$ cat src/rtl/ipd_pkg.sv
`timescale 1ns / 1ps
`default_nettype none
// ----------------------------------------------------------------------------
// ipd_pkg: shared types and constants of the +IPD frame parser
// Character codes, the header word, field widths and the item and result
// records that travel between the front end, the queue and the engine.
// ----------------------------------------------------------------------------
package ipd_pkg;

    localparam int MAX_PAYLOAD = 512;
    localparam int BYTE_W      = 8;
    localparam int LINK_W      = 8;
    localparam int ACC_W       = 16;
    localparam int LEN_W       = 10;
    localparam int CNT_W       = $clog2(MAX_PAYLOAD + 1);
    localparam int RADIX       = 10;
    localparam int HDR_LEN     = 4;
    localparam int HCNT_W      = $clog2(HDR_LEN);
    localparam int QDEPTH      = 2;
    localparam int QPTR_W      = $clog2(QDEPTH);
    localparam int QCNT_W      = $clog2(QDEPTH + 1);

    localparam logic [BYTE_W-1:0] CH_PLUS  = 8'h2B;
    localparam logic [BYTE_W-1:0] CH_COMMA = 8'h2C;
    localparam logic [BYTE_W-1:0] CH_COLON = 8'h3A;
    localparam logic [BYTE_W-1:0] CH_ZERO  = 8'h30;
    localparam logic [BYTE_W-1:0] CH_NINE  = 8'h39;

    // "IPD," in transmission order
    localparam logic [BYTE_W-1:0] HDR_WORD [HDR_LEN] = '{8'h49, 8'h50, 8'h44, 8'h2C};

    // One classified byte as the engine sees it.
    typedef struct packed {
        logic [BYTE_W-1:0]  ch;
        logic               is_plus;
        logic               is_comma;
        logic               is_colon;
        logic               is_digit;
        logic [3:0]         digit;
        logic [HDR_LEN-1:0] hdr_hit;
    } t_item;

    typedef struct packed {
        logic [BYTE_W-1:0] payload_byte;
        logic [LINK_W-1:0] link_id;
        logic [LEN_W-1:0]  payload_length;
        logic              last;
        logic              empty_res;
    } t_result;

endpackage
`default_nettype wire

$ cat src/rtl/ipd_classify.sv
`timescale 1ns / 1ps
`default_nettype none
// ----------------------------------------------------------------------------
// ipd_classify: front end byte classifier
// Decodes each received byte into the flags the parsing engine needs and
// flags bytes that arrive while the suppress flag is set so the top drops them.
// ----------------------------------------------------------------------------
module ipd_classify
    import ipd_pkg::*;
(
    input  wire logic [BYTE_W-1:0] i_byte,
    input  wire logic              i_suppress,
    output t_item                  o_item,
    output logic                   o_keep
);

    logic [BYTE_W-1:0] w_off;

    assign w_off = i_byte - CH_ZERO;

    always_comb begin
        o_item.ch       = i_byte;
        o_item.is_plus  = (i_byte == CH_PLUS);
        o_item.is_comma = (i_byte == CH_COMMA);
        o_item.is_colon = (i_byte == CH_COLON);
        o_item.is_digit = (i_byte >= CH_ZERO) && (i_byte <= CH_NINE);
        o_item.digit    = w_off[3:0];
        for (int k = 0; k < HDR_LEN; k++) begin
            o_item.hdr_hit[k] = (i_byte == HDR_WORD[k]);
        end
    end

    assign o_keep = !i_suppress;

endmodule
`default_nettype wire

$ cat src/rtl/ipd_queue.sv
`timescale 1ns / 1ps
`default_nettype none
// ----------------------------------------------------------------------------
// ipd_queue: short item queue between front end and engine
// A small register FIFO of classified bytes, so that the input side and the
// engine each stall on their own.
// ----------------------------------------------------------------------------
module ipd_queue
    import ipd_pkg::*;
(
    input  wire logic  i_clk,
    input  wire logic  i_rst_n,
    input  wire logic  i_push,
    input  wire t_item i_item,
    output logic       o_full,
    input  wire logic  i_pop,
    output logic       o_valid,
    output t_item      o_item
);

    t_item             r_mem [QDEPTH];
    logic [QPTR_W-1:0] r_wr_ptr, n_wr_ptr;
    logic [QPTR_W-1:0] r_rd_ptr, n_rd_ptr;
    logic [QCNT_W-1:0] r_count, n_count;

    assign o_full  = (r_count == QCNT_W'(QDEPTH));
    assign o_valid = (r_count != '0);
    assign o_item  = r_mem[r_rd_ptr];

    always_comb begin
        n_wr_ptr = r_wr_ptr;
        n_rd_ptr = r_rd_ptr;
        n_count  = r_count;
        if (i_push) begin
            n_wr_ptr = (r_wr_ptr == QPTR_W'(QDEPTH - 1)) ? '0 : r_wr_ptr + 1'b1;
        end
        if (i_pop) begin
            n_rd_ptr = (r_rd_ptr == QPTR_W'(QDEPTH - 1)) ? '0 : r_rd_ptr + 1'b1;
        end
        if (i_push && !i_pop) begin
            n_count = r_count + 1'b1;
        end else if (!i_push && i_pop) begin
            n_count = r_count - 1'b1;
        end
    end

    always_ff @(posedge i_clk) begin
        if (!i_rst_n) begin
            r_wr_ptr <= '0;
            r_rd_ptr <= '0;
            r_count  <= '0;
        end else begin
            r_wr_ptr <= n_wr_ptr;
            r_rd_ptr <= n_rd_ptr;
            r_count  <= n_count;
        end
    end

    always_ff @(posedge i_clk) begin
        if (i_push) begin
            r_mem[r_wr_ptr] <= i_item;
        end
    end

endmodule
`default_nettype wire

$ cat src/rtl/ipd_engine.sv
`timescale 1ns / 1ps
`default_nettype none
// ----------------------------------------------------------------------------
// ipd_engine: frame parsing engine
// Walks the header, link id and length fields one byte per cycle unless the output
// register stalls, and emits one result per payload byte (one empty result if length 0).
// ----------------------------------------------------------------------------
module ipd_engine
    import ipd_pkg::*;
(
    input  wire logic  i_clk,
    input  wire logic  i_rst_n,
    input  wire logic  i_valid,
    input  wire t_item i_item,
    output logic       o_pop,
    input  wire logic  i_out_ready,
    output logic       o_out_valid,
    output t_result    o_result
);

    typedef enum logic [4:0] {
        ST_IDLE   = 5'b00001,
        ST_HEADER = 5'b00010,
        ST_LINK   = 5'b00100,
        ST_LENGTH = 5'b01000,
        ST_DATA   = 5'b10000
    } t_phase;

    t_phase            r_phase, n_phase;
    logic [HCNT_W-1:0] r_hcnt, n_hcnt;
    logic              r_mis, n_mis;
    logic [LINK_W-1:0] r_link, n_link;
    logic [ACC_W-1:0]  r_len, n_len;
    logic [CNT_W-1:0]  r_cnt, n_cnt;
    logic              r_out_valid, n_out_valid;
    t_result           r_result, n_result;

    logic              w_advance;
    logic              w_empty;
    logic              w_fin;
    logic [CNT_W-1:0]  w_cnt_next;

    // The engine may take an item whenever the output register is free or
    // is being drained in this cycle.
    assign w_advance  = !r_out_valid || i_out_ready;
    assign o_pop      = i_valid && w_advance;

    assign w_empty    = (r_len == '0);
    assign w_cnt_next = w_empty ? r_cnt : r_cnt + 1'b1;
    assign w_fin      = (ACC_W'(w_cnt_next) >= r_len);

    always_comb begin
        n_phase     = r_phase;
        n_hcnt      = r_hcnt;
        n_mis       = r_mis;
        n_link      = r_link;
        n_len       = r_len;
        n_cnt       = r_cnt;
        n_out_valid = r_out_valid && !i_out_ready;
        n_result    = r_result;
        if (o_pop) begin
            case (r_phase)
                ST_IDLE: begin
                    if (i_item.is_plus) begin
                        n_phase = ST_HEADER;
                        n_hcnt  = '0;
                        n_mis   = 1'b0;
                    end
                end
                ST_HEADER: begin
                    n_mis  = r_mis || !i_item.hdr_hit[r_hcnt];
                    n_hcnt = r_hcnt + 1'b1;
                    if (r_hcnt == HCNT_W'(HDR_LEN - 1)) begin
                        if (n_mis) begin
                            n_phase = ST_IDLE;
                        end else begin
                            n_phase = ST_LINK;
                            n_link  = '0;
                        end
                    end
                end
                ST_LINK: begin
                    if (i_item.is_comma) begin
                        n_phase = ST_LENGTH;
                        n_len   = '0;
                    end else if (i_item.is_digit) begin
                        n_link = LINK_W'(r_link * LINK_W'(RADIX) + LINK_W'(i_item.digit));
                    end else begin
                        n_phase = ST_IDLE;
                    end
                end
                ST_LENGTH: begin
                    if (i_item.is_colon) begin
                        n_phase = ST_DATA;
                        n_cnt   = '0;
                        if (r_len > ACC_W'(MAX_PAYLOAD)) begin
                            n_len = ACC_W'(MAX_PAYLOAD);
                        end
                    end else if (i_item.is_digit) begin
                        n_len = ACC_W'(r_len * ACC_W'(RADIX) + ACC_W'(i_item.digit));
                    end else begin
                        n_phase = ST_IDLE;
                    end
                end
                ST_DATA: begin
                    n_cnt                   = w_cnt_next;
                    n_out_valid             = 1'b1;
                    n_result.payload_byte   = w_empty ? '0 : i_item.ch;
                    n_result.link_id        = r_link;
                    n_result.payload_length = r_len[LEN_W-1:0];
                    n_result.last           = w_fin;
                    n_result.empty_res      = w_empty;
                    if (w_fin) begin
                        n_phase = ST_IDLE;
                    end
                end
                default: begin
                    n_phase = ST_IDLE;
                end
            endcase
        end
    end

    always_ff @(posedge i_clk) begin
        if (!i_rst_n) begin
            r_phase     <= ST_IDLE;
            r_out_valid <= 1'b0;
        end else begin
            r_phase     <= n_phase;
            r_out_valid <= n_out_valid;
        end
    end

    always_ff @(posedge i_clk) begin
        r_hcnt   <= n_hcnt;
        r_mis    <= n_mis;
        r_link   <= n_link;
        r_len    <= n_len;
        r_cnt    <= n_cnt;
        r_result <= n_result;
    end

    assign o_out_valid = r_out_valid;
    assign o_result    = r_result;

endmodule
`default_nettype wire

$ cat src/rtl/ipd_frame_parser.sv
`timescale 1ns / 1ps
`default_nettype none
// ----------------------------------------------------------------------------
// ipd_frame_parser: byte stream parser for +IPD,<id>,<len>:<payload> frames
// Classifies received bytes, queues them and parses them into payload
// results tagged with link id and clamped length.
//
//   channel  direction  tdata                                  tuser      tlast
//   s_axis   in         rx_byte                                suppress   -
//   m_axis   out        payload_byte, link_id, payload_length  empty_res  last
//
// One byte is taken per cycle; the parsing engine handles one queued byte per
// cycle, so one input transaction per clock is sustained while m_axis is not stalled.
// A byte passes through the queue register and then the output register.
// Reset is synchronous and active low; it empties the queue and output stage
// and returns the parser to idle.
// A stalled output stops the engine; the two-entry queue then fills and
// s_axis_tready drops.
// ----------------------------------------------------------------------------
module ipd_frame_parser
    import ipd_pkg::*;
(
    input  wire logic        i_clk,
    input  wire logic        i_rst_n,
    input  wire logic        s_axis_tvalid,
    output logic             s_axis_tready,
    input  wire logic [7:0]  s_axis_tdata,   // [7:0] rx_byte
    input  wire logic        s_axis_tuser,   // [0] suppress
    output logic             m_axis_tvalid,
    input  wire logic        m_axis_tready,
    output logic [31:0]      m_axis_tdata,   // [7:0] payload_byte, [15:8] link_id,
                                             // [25:16] payload_length, rest zero
    output logic             m_axis_tuser,   // [0] empty_res
    output logic             m_axis_tlast    // last
);

    t_item   w_front_item;
    logic    w_keep;
    logic    w_full;
    logic    w_push;
    logic    w_q_valid;
    t_item   w_q_item;
    logic    w_pop;
    t_result w_result;

    ipd_classify u_classify (
        .i_byte     (s_axis_tdata),
        .i_suppress (s_axis_tuser),
        .o_item     (w_front_item),
        .o_keep     (w_keep)
    );

    assign s_axis_tready = !w_full;
    assign w_push        = s_axis_tvalid && !w_full && w_keep;

    ipd_queue u_queue (
        .i_clk   (i_clk),
        .i_rst_n (i_rst_n),
        .i_push  (w_push),
        .i_item  (w_front_item),
        .o_full  (w_full),
        .i_pop   (w_pop),
        .o_valid (w_q_valid),
        .o_item  (w_q_item)
    );

    ipd_engine u_engine (
        .i_clk       (i_clk),
        .i_rst_n     (i_rst_n),
        .i_valid     (w_q_valid),
        .i_item      (w_q_item),
        .o_pop       (w_pop),
        .i_out_ready (m_axis_tready),
        .o_out_valid (m_axis_tvalid),
        .o_result    (w_result)
    );

    assign m_axis_tdata = {6'd0, w_result.payload_length, w_result.link_id,
                           w_result.payload_byte};
    assign m_axis_tuser = w_result.empty_res;
    assign m_axis_tlast = w_result.last;

endmodule
`default_nettype wire
$ cat config.mk
export PLATFORM = sky130hd
export DESIGN_NAME = ipd_frame_parser
export DESIGN_NICKNAME = d
export VERILOG_FILES = /design/src/rtl/ipd_pkg.sv /design/src/rtl/ipd_classify.sv /design/src/rtl/ipd_queue.sv /design/src/rtl/ipd_engine.sv /design/src/rtl/ipd_frame_parser.sv
export SDC_FILE = /design/constraint.sdc
export NUM_CORES = 1
export LEC_CHECK = 0
export ABC_AREA = 0
export ABC_CLOCK_PERIOD_IN_PS = 5950
export BUFFER_PORTS_ARGS = -buffer_cell sky130_fd_sc_hd__buf_2
export CAP_MARGIN = 20
export CORE_UTILIZATION = 40
export DETAILED_ROUTE_END_ITERATION = 10
export SLEW_MARGIN = 20
export SYNTH_ARGS = -nofsm -noshare
export SYNTH_HDL_FRONTEND = slang
export SYNTH_SLANG_ARGS = --single-unit
export TNS_END_PERCENT = 30
$ cat constraint.sdc
create_clock -name i_clk -period 5.95 [get_ports i_clk]
set_input_delay 1.785 -clock i_clk [delete_from_list [all_inputs] [get_ports i_clk]]
set_output_delay 1.785 -clock i_clk [all_outputs]
set_load 0.05 [all_outputs]
==> impl_metrics.csv, run 1 <==
group,metric,value,unit
cts,insertion_delay,0.35,ns
timing,setup_violations,0,
cts,h-tree-depth,3,
synth,yosysMostFrequentCell,"edfxtp_1",
synth,synth_top_area_share,0.488,
worst_hold_path,min_path_cells,0,
outcome,status,"finished clean",
synth,avgSynthCellArea,11.7,um^2
timing,tns,0,ns
synth,ys_types,53,
cts,hold_buffers,0,
synth,async_flop_share,0,
routing,dr.pass1.iters,4,
pwr,p_clk_frac,0.369,
synth,ys_top_cells_by_area,"edfxtp_1, ha_1, dfxtp_1, xnor2_1, nor2_1",
worst_hold_path,hp-start,"u_engine.r_link[7]",
timing,drv_slew,0,
routing,viasPerCell,5.24,
grt,grt_max_degree,29,
synth,synth_ff_type,"edfxtp_1",
cts,path_clk_slew,0.07,ns
cells_and_area,fin_util,0.468,
pwr,leakage,2.55,nW
timing,rsz0062_at_grt,"false",
routing,drt-total-wl,11800,um
die,die_h,123,um
place,io_buffers,42,
setup_path,reg2regPathDepth,14,
synth,synthCells,499,
die,coreArea,14100,um^2
place,gp_congestion,0.839,
cts,clk_path_buf_depth,2,
die,ios,49,
routing,wl_per_cell,16.1,um
setup_path,end_kind,"flop",
die,die_w,123,um
setup_path,arrival,3.81,ns
timing,period_share,0.601,
routing,drt-initial-drc-count,320,
setup_path,crit_path_cell_trace,"nor4_1 -> nand4_1 -> or3_1 -> nand4_1 -> nor2_1 -> xor2_1 -> ha_1 -> a21o_1 -> a21o_1 -> a21oi_1 -> o31ai_1 -> a31oi_1 -> nor2_1 -> mux2i_1",
setup_path,reg2reg_from,"u_engine.r_len[3]",
die,start_util,0.415,
routing,ant_nets,0,
worst_hold_path,hp-class,"flop to flop",
synth,synth_area,5850,um^2
cells_and_area,seq_area,3070,um^2
timing,relSlewSlack,0.291,
timing,tightest_slew,1.06,ns
grt,busiest_layer,"met2",
cts,cts.sinks,106,
routing,vias,3835,
synth,yosysTopAreaCell,"edfxtp_1",
cts,cts_tree,"done",
grt,grt_pass1_wl,18900,um
timing,max_freq,0.280,GHz
setup_path,critical_path_class,"flop to flop",
setup_path,regToRegSetupSlack,2.38,ns
setup_path,cp-start-kind,"flop",
setup_path,cp.required,6.18,ns
flow_run,max-cap-violations,0,
grt,grt_pass1_vias,3824,
timing,fin_crit,3.57,ns
synth,yosysSeqAreaShare,0.525,
setup_path,critPathSlowestCell,"or3_1",
setup_path,timing.rr.end,"u_engine.r_phase[0]",
worst_hold_path,hold-path-endpoint,"u_engine.o_result[19]",
cells_and_area,n_antenna_cell,0,
cts,cts_resized,0,
grt,grt_use_met3,0.0295,
pwr,p_int,1.33,mW
cells_and_area,multi_input_area,2620,um^2
pwr,swShare,0.262,
cells_and_area,area_growth,12.9,%
setup_path,critPathMaxFanout,8,
setup_path,cpPeakStageDelay,0.51,ns
synth,ys_top_cells_by_count,"edfxtp_1, nor2_1, ha_1",
place,dp_hpwl,8710,um
routing,post-route-drc-count,0,
pwr,pwr-share-comb,0.138,
grt,grt_use_total,0.167,
cells_and_area,final_nets,613,
die,fp-row-count,43,
die,die_area,15100,um^2
grt,antenna_found_initial,0,
pwr,p_sw,471,uW
synth,synth_seq_cells,106,
cts,numCtsBuffers,9,
pwr,pwr-share-seq,0.493,
grt,grtUsageMet2,0.278,
grt,grt_overflow,0,
cts,post-cts-setup-buffers,0,
grt,grtUsageMet1,0.214,
synth,synth_edf_count,95,
pwr,power.density,272,nW/um^2
pwr,peakVddDrop,164,uV
synth,yosysWarnings,0,
cts,cts_root_buffer,"clkbuf_16",
timing,hold_viol,0,
cells_and_area,fillers,1268,
cells_and_area,drive_gt1_frac,0.141,
timing,finClkSkew,0.00658,ns
[critical path, delay by kind of cell (launching register included)]
family / cells / cell delay (ns)
flip-flops: 1 / 0.48
XOR/XNOR: 1 / 0.18
multiplexers: 1 / 0.14
adder cells (fa/ha/maj): 1 / 0.27
AO/OA/AOI/OAI: 5 / 0.94
AND/OR/NAND/NOR: 6 / 1.43
[sequential cells by signal, indices dropped and copies added (netlist names), named ones only]
signal and count:
u_queue.r_mem 30, u_engine.o_result 28, u_engine.r_len 16, u_engine.r_cnt 10
u_engine.r_link 8, u_engine.r_phase 5, u_engine.r_hcnt 2, u_queue.r_count 2
u_engine.o_out_valid 1, u_engine.r_mis 1, u_queue.r_rd_ptr 1, u_queue.r_wr_ptr 1
[layout make-up]
type / instances / share of cell area
well taps: 180 / 0.0341
multi-input cells: 357 / 0.397
clock buffers: 9 / 0.0341
inverters: 27 / 0.0154
flip-flops and latches: 106 / 0.466
clock inverters: 7 / 0.0171
repair buffers: 46 / 0.0364
[cell families (layout without fill, tap and decap cells)]
kind of cell / Yosys count / after routing / synth area share
AOI/OAI and AO/OA: 66 / 66 / 0.0742
xor gates and xnor gates: 40 / 40 / 0.0599
adders and majority gates: 53 / 53 / 0.119
buffers and inverters: 41 / 89 / 0.0306
DFF: 106 / 106 / 0.525
muxes: 18 / 18 / 0.0357
other: 1 / 6 / 0.000641
and+or+nand+nor: 174 / 174 / 0.155
[metal layers]
layer  vias to the layer above  part of all wire
li1                       1906                 -
met1                      1853              0.46
met2                        58              0.49
met3                        18             0.037
met4                         0             0.016
met5                         -                 0
[how the worst max path moves through the flow]
stage,from,end,slack (ns),cells past startpoint
final,u_engine.r_len[3],u_engine.r_phase[0],2.38,14
after global routing,u_engine.r_len[3],u_engine.r_phase[0],2.09,14
after CTS,flop,u_engine.r_len[15],2.35,10
after detailed placement,flop,u_engine.r_len[15],2.37,10
after global placement,u_engine.r_len[3],u_engine.r_phase[0],2.42,14
after floorplan,m_axis_tready,u_engine.r_len[0],2.18,3
[power groups by stage]
stage / logic [mW] / registers (mW) / clock network [mW]
2_1_floorplan: 0.210 / 0.880 / 0
3_3_place_gp: 0.242 / 0.902 / 0
3_5_place_dp: 0.249 / 0.904 / 0
4_1_cts: 0.250 / 0.887 / 0.679
5_1_grt: 0.277 / 0.892 / 0.701
6_report: 0.247 / 0.887 / 0.664
[metrics by stage]
step / setup slack [ns] / power [mW] / hold WS [ns] / instance area (um^2) / instances
after floorplan: 2.18 / 1.09 / 0.400 / 5870 / 504
after global placement: 2.42 / 1.14 / 0.408 / 6260 / 716
after detailed placement: 2.37 / 1.15 / 0.416 / 6260 / 716
after CTS: 2.35 / 1.82 / 0.427 / 6600 / 732
after global routing: 2.09 / 1.87 / 0.458 / 6600 / 732
final: 2.38 / 1.80 / 0.429 / 6600 / 732
[layout by cell type (no fill, tap or decap), drive strengths merged, types with 2 or more instances in the layout]
| master | Yosys | routed |
|---|---|---|
| edfxtp | 95 | 95 |
| nand4 | 5 | 5 |
| clkinv | 2 | 4 |
| nor2b | 18 | 18 |
| mux2 | 3 | 3 |
| mux2i | 13 | 13 |
| bufinv | 0 | 2 |
| inv | 25 | 27 |
| nor3b | 7 | 7 |
| nor2 | 50 | 50 |
| o31ai | 3 | 3 |
| nor4 | 9 | 9 |
| xor2 | 15 | 15 |
| or3 | 5 | 5 |
| or4 | 2 | 2 |
| clkbuf | 6 | 9 |
| nand3 | 8 | 8 |
| a21o | 10 | 10 |
| a211oi | 4 | 4 |
| ha | 49 | 49 |
| o21a | 2 | 2 |
| fa | 4 | 4 |
| o21ai | 11 | 11 |
| or2 | 2 | 2 |
| dfxtp | 11 | 11 |
| mux4 | 2 | 2 |
| a21oi | 20 | 20 |
| buf | 8 | 46 |
| conb | 1 | 6 |
| nand3b | 5 | 5 |
| a31oi | 3 | 3 |
| and3 | 6 | 6 |
| o211ai | 4 | 4 |
| a211o | 3 | 3 |
| xnor2 | 25 | 25 |
| and2 | 9 | 9 |
| nor3 | 12 | 12 |
| nand2 | 26 | 26 |
| nand2b | 7 | 7 |
No activity file was read; power rests on OpenSTA's default activity.
==> run 2: changes to the inputs <==
Settings changed: ABC_AREA 0 to 1, ABC_CLOCK_PERIOD_IN_PS 5950 to 3100.
Clock period 5.95 ns to 3.1 ns, I/O delays scaled along.
==> impl_metrics.csv, run 2 <==
group,metric,value,unit
grt,antenna_found_initial,0,
synth,synth_edf_count,95,
cts,path_clk_slew,0.08,ns
pwr,p_sw,1.12,mW
synth,synthCells,691,
die,ios,49,
cells_and_area,final_cell_mix,"nand2_1, inv_1, edfxtp_1, nor2_1, ha_1",
grt,grt_overflow,0,
die,die_h,126,um
pwr,p_clk_frac,0.315,
cells_and_area,drive_gt1_frac,0.129,
routing,dr.pass1.iters,7,
cells_and_area,multi_input_area,2650,um^2
setup_path,cp-start-kind,"flop",
cts,clk_path_buf_depth,2,
routing,wl_met1,6120,um
synth,synth_ff_type,"edfxtp_1",
pwr,p_int,2.56,mW
timing,rsz0062_at_grt,"false",
timing,hold_viol,0,
grt,grt_pass1_vias,4441,
cts,cts.sinks,106,
place,gp_congestion,0.898,
pwr,power.density,526,nW/um^2
grt,grt_use_total,0.169,
synth,ys_types,41,
cts,numCtsBuffers,9,
routing,drt-total-wl,12900,um
outcome,status,"finished clean",
pwr,peakVddDrop,294,uV
routing,drt-initial-drc-count,312,
cts,insertion_delay,0.35,ns
die,coreArea,15100,um^2
timing,max_freq,0.340,GHz
die,die_w,126,um
synth,synth_seq_cells,106,
cts,h-tree-depth,3,
setup_path,arrival,3.14,ns
timing,fin_crit,2.94,ns
pwr,swShare,0.305,
routing,viasPerCell,5.02,
grt,grt_max_degree,29,
timing,tns,0,ns
die,start_util,0.409,
synth,synth_area,6190,um^2
setup_path,critical_path_class,"flop to flop",
synth,yosysSeqAreaShare,0.496,
routing,ant_nets,0,
pwr,pwr-share-comb,0.214,
routing,routed.top_layer,"met4",
setup_path,cp.required,3.30,ns
die,fp-row-count,45,
cells_and_area,area_growth,13.0,%
synth,yosysTopAreaCell,"edfxtp_1",
flow_run,max-cap-violations,0,
place,pre_cts_slack,0.0865,ns
timing,fin_ws,0.161,ns
cells_and_area,largest_register_ffs,30,
cells_and_area,final_nets,818,
synth,yosysMostFrequentCell,"nand2_1",
cells_and_area,seq_area,3080,um^2
routing,vias,4743,
cells_and_area,fillers,1429,
timing,relSlewSlack,0.660,
setup_path,end_kind,"flop",
timing,setup_violations,0,
synth,yosysWarnings,0,
place,io_buffers,42,
routing,wl_per_cell,13.7,um
synth,async_flop_share,0,
synth,synth_top_area_share,0.461,
worst_hold_path,hp-class,"flop to flop",
cells_and_area,largest_register,"u_queue.r_mem",
routing,wl_met2,6110,um
die,die_area,16000,um^2
synth,ys_top_cells_by_count,"nand2_1, inv_1, edfxtp_1",
timing,finClkSkew,0.00943,ns
pwr,leakage,3.14,nW
cells_and_area,final_common_cell,"nand2_1",
setup_path,critPathMaxFanout,5,
cts,cts_tree,"done",
timing,tightest_slew,0.505,ns
timing,drv_slew,0,
routing,wl_met3,493,um
cts,cts_root_buffer,"clkbuf_16",
place,dp_hpwl,10100,um
synth,ys_top_cells_by_area,"edfxtp_1, ha_1, nand2_1, inv_1, nor2_1",
grt,grt_pass1_wl,21200,um
pwr,pwr-share-seq,0.472,
synth,avgSynthCellArea,8.96,um^2
routing,post-route-drc-count,0,
cells_and_area,n_antenna_cell,0,
timing,period_share,0.948,
==> run 2: cell types whose count changed in the layout (fill, tap and decap cells not counted), moves of 8 or more <==
cell	previous run	this run
nor2b_1	18	0
nor2_1	49	91
a21o_1	10	0
a21oi_1	20	35
buf_4	4	14
xnor2_1	25	4
nand3_1	8	37
nand4_1	5	13
nand2_1	25	134
and2_1	9	1
mux2i_1	13	1
inv_1	25	107
o21ai_0	9	26
==> run 2: logic make-up (layout without fill, tap and decap cells) <==
logic type	Yosys count	in the layout	share of synthesized area
xor+xnor	16	16	0.0238
flops	106	106	0.496
compound gates	77	77	0.0663
fa+ha+maj	53	53	0.112
buf+inv	123	184	0.0802
mux	1	1	0.00162
other cells	1	6	0.000605
simple gates	314	314	0.219
==> run 2: layer usage <==
layer  up-vias  GRT usage
met4         0     0.0532
met1      2228      0.219
met5         -          0
li1       2404          -
met2        94      0.286
met3        17     0.0321
==> run 2: worst paths after layout <==
check	startpoint	end	slack, ns	cells past startpoint
setup reg to reg	u_engine.r_len[1]	u_engine.r_len[15]	0.16	13
setup / recovery	u_engine.r_len[1]	u_engine.r_len[15]	0.16	13
hold reg to reg	u_engine.r_link[7]	u_engine.o_result[19]	0.42	0
hold / removal	u_engine.r_link[7]	u_engine.o_result[19]	0.42	0
==> run 2: critical path, cell delays in order, from the launching register on <==
cell	delay, ns
edfxtp_1	0.46
ha_1	0.32
ha_1	0.21
inv_1	0.07
fa_1	0.43
xnor2_2	0.20
nand2_1	0.12
nor2_2	0.20
nand3_1	0.10
nor2_1	0.18
nand4_1	0.17
nor2_1	0.13
nor2_1	0.05
nor2_1	0.14
==> run 2: metrics by stage <==
step	cells	hold slack [ns]	util	cell area (um^2)	power, mW
after global placement	928	0.405	0.441	6680	2.53
final	945	0.423	0.462	7000	3.68
after CTS	944	0.427	0.461	6980	3.72
after floorplan	696	0.400	-	6210	2.34
after global routing	945	0.438	0.462	7000	3.89
after detailed placement	928	0.405	0.441	6680	2.55
==> run 2: layout make-up <==
cell class / count / area share
Clock buffer: 9 / 0.0322
Timing Repair Buffer: 56 / 0.0450
Tap cell: 188 / 0.0336
Clock inverter: 7 / 0.0109
Inverter: 112 / 0.0602
Sequential cell: 106 / 0.439
Multi-Input combinational cell: 467 / 0.379
==> run 2: repair_timing <==
action | CTS | global route
setup endpoints to repair | 0 | 11
resized for setup | 0 | 6
hold buffers | 0 | 0
endpoints found under the hold margin | 0 | 0
setup buffers | 0 | 1
==> run 2: power groups by stage <==
stage	registers (mW)	clock network (mW)	logic (mW)
final	1.74	1.16	0.786
after global routing	1.75	1.24	0.903
after CTS	1.73	1.19	0.794
after detailed placement	1.77	0	0.788
after global placement	1.76	0	0.766
after floorplan	1.74	0	0.594
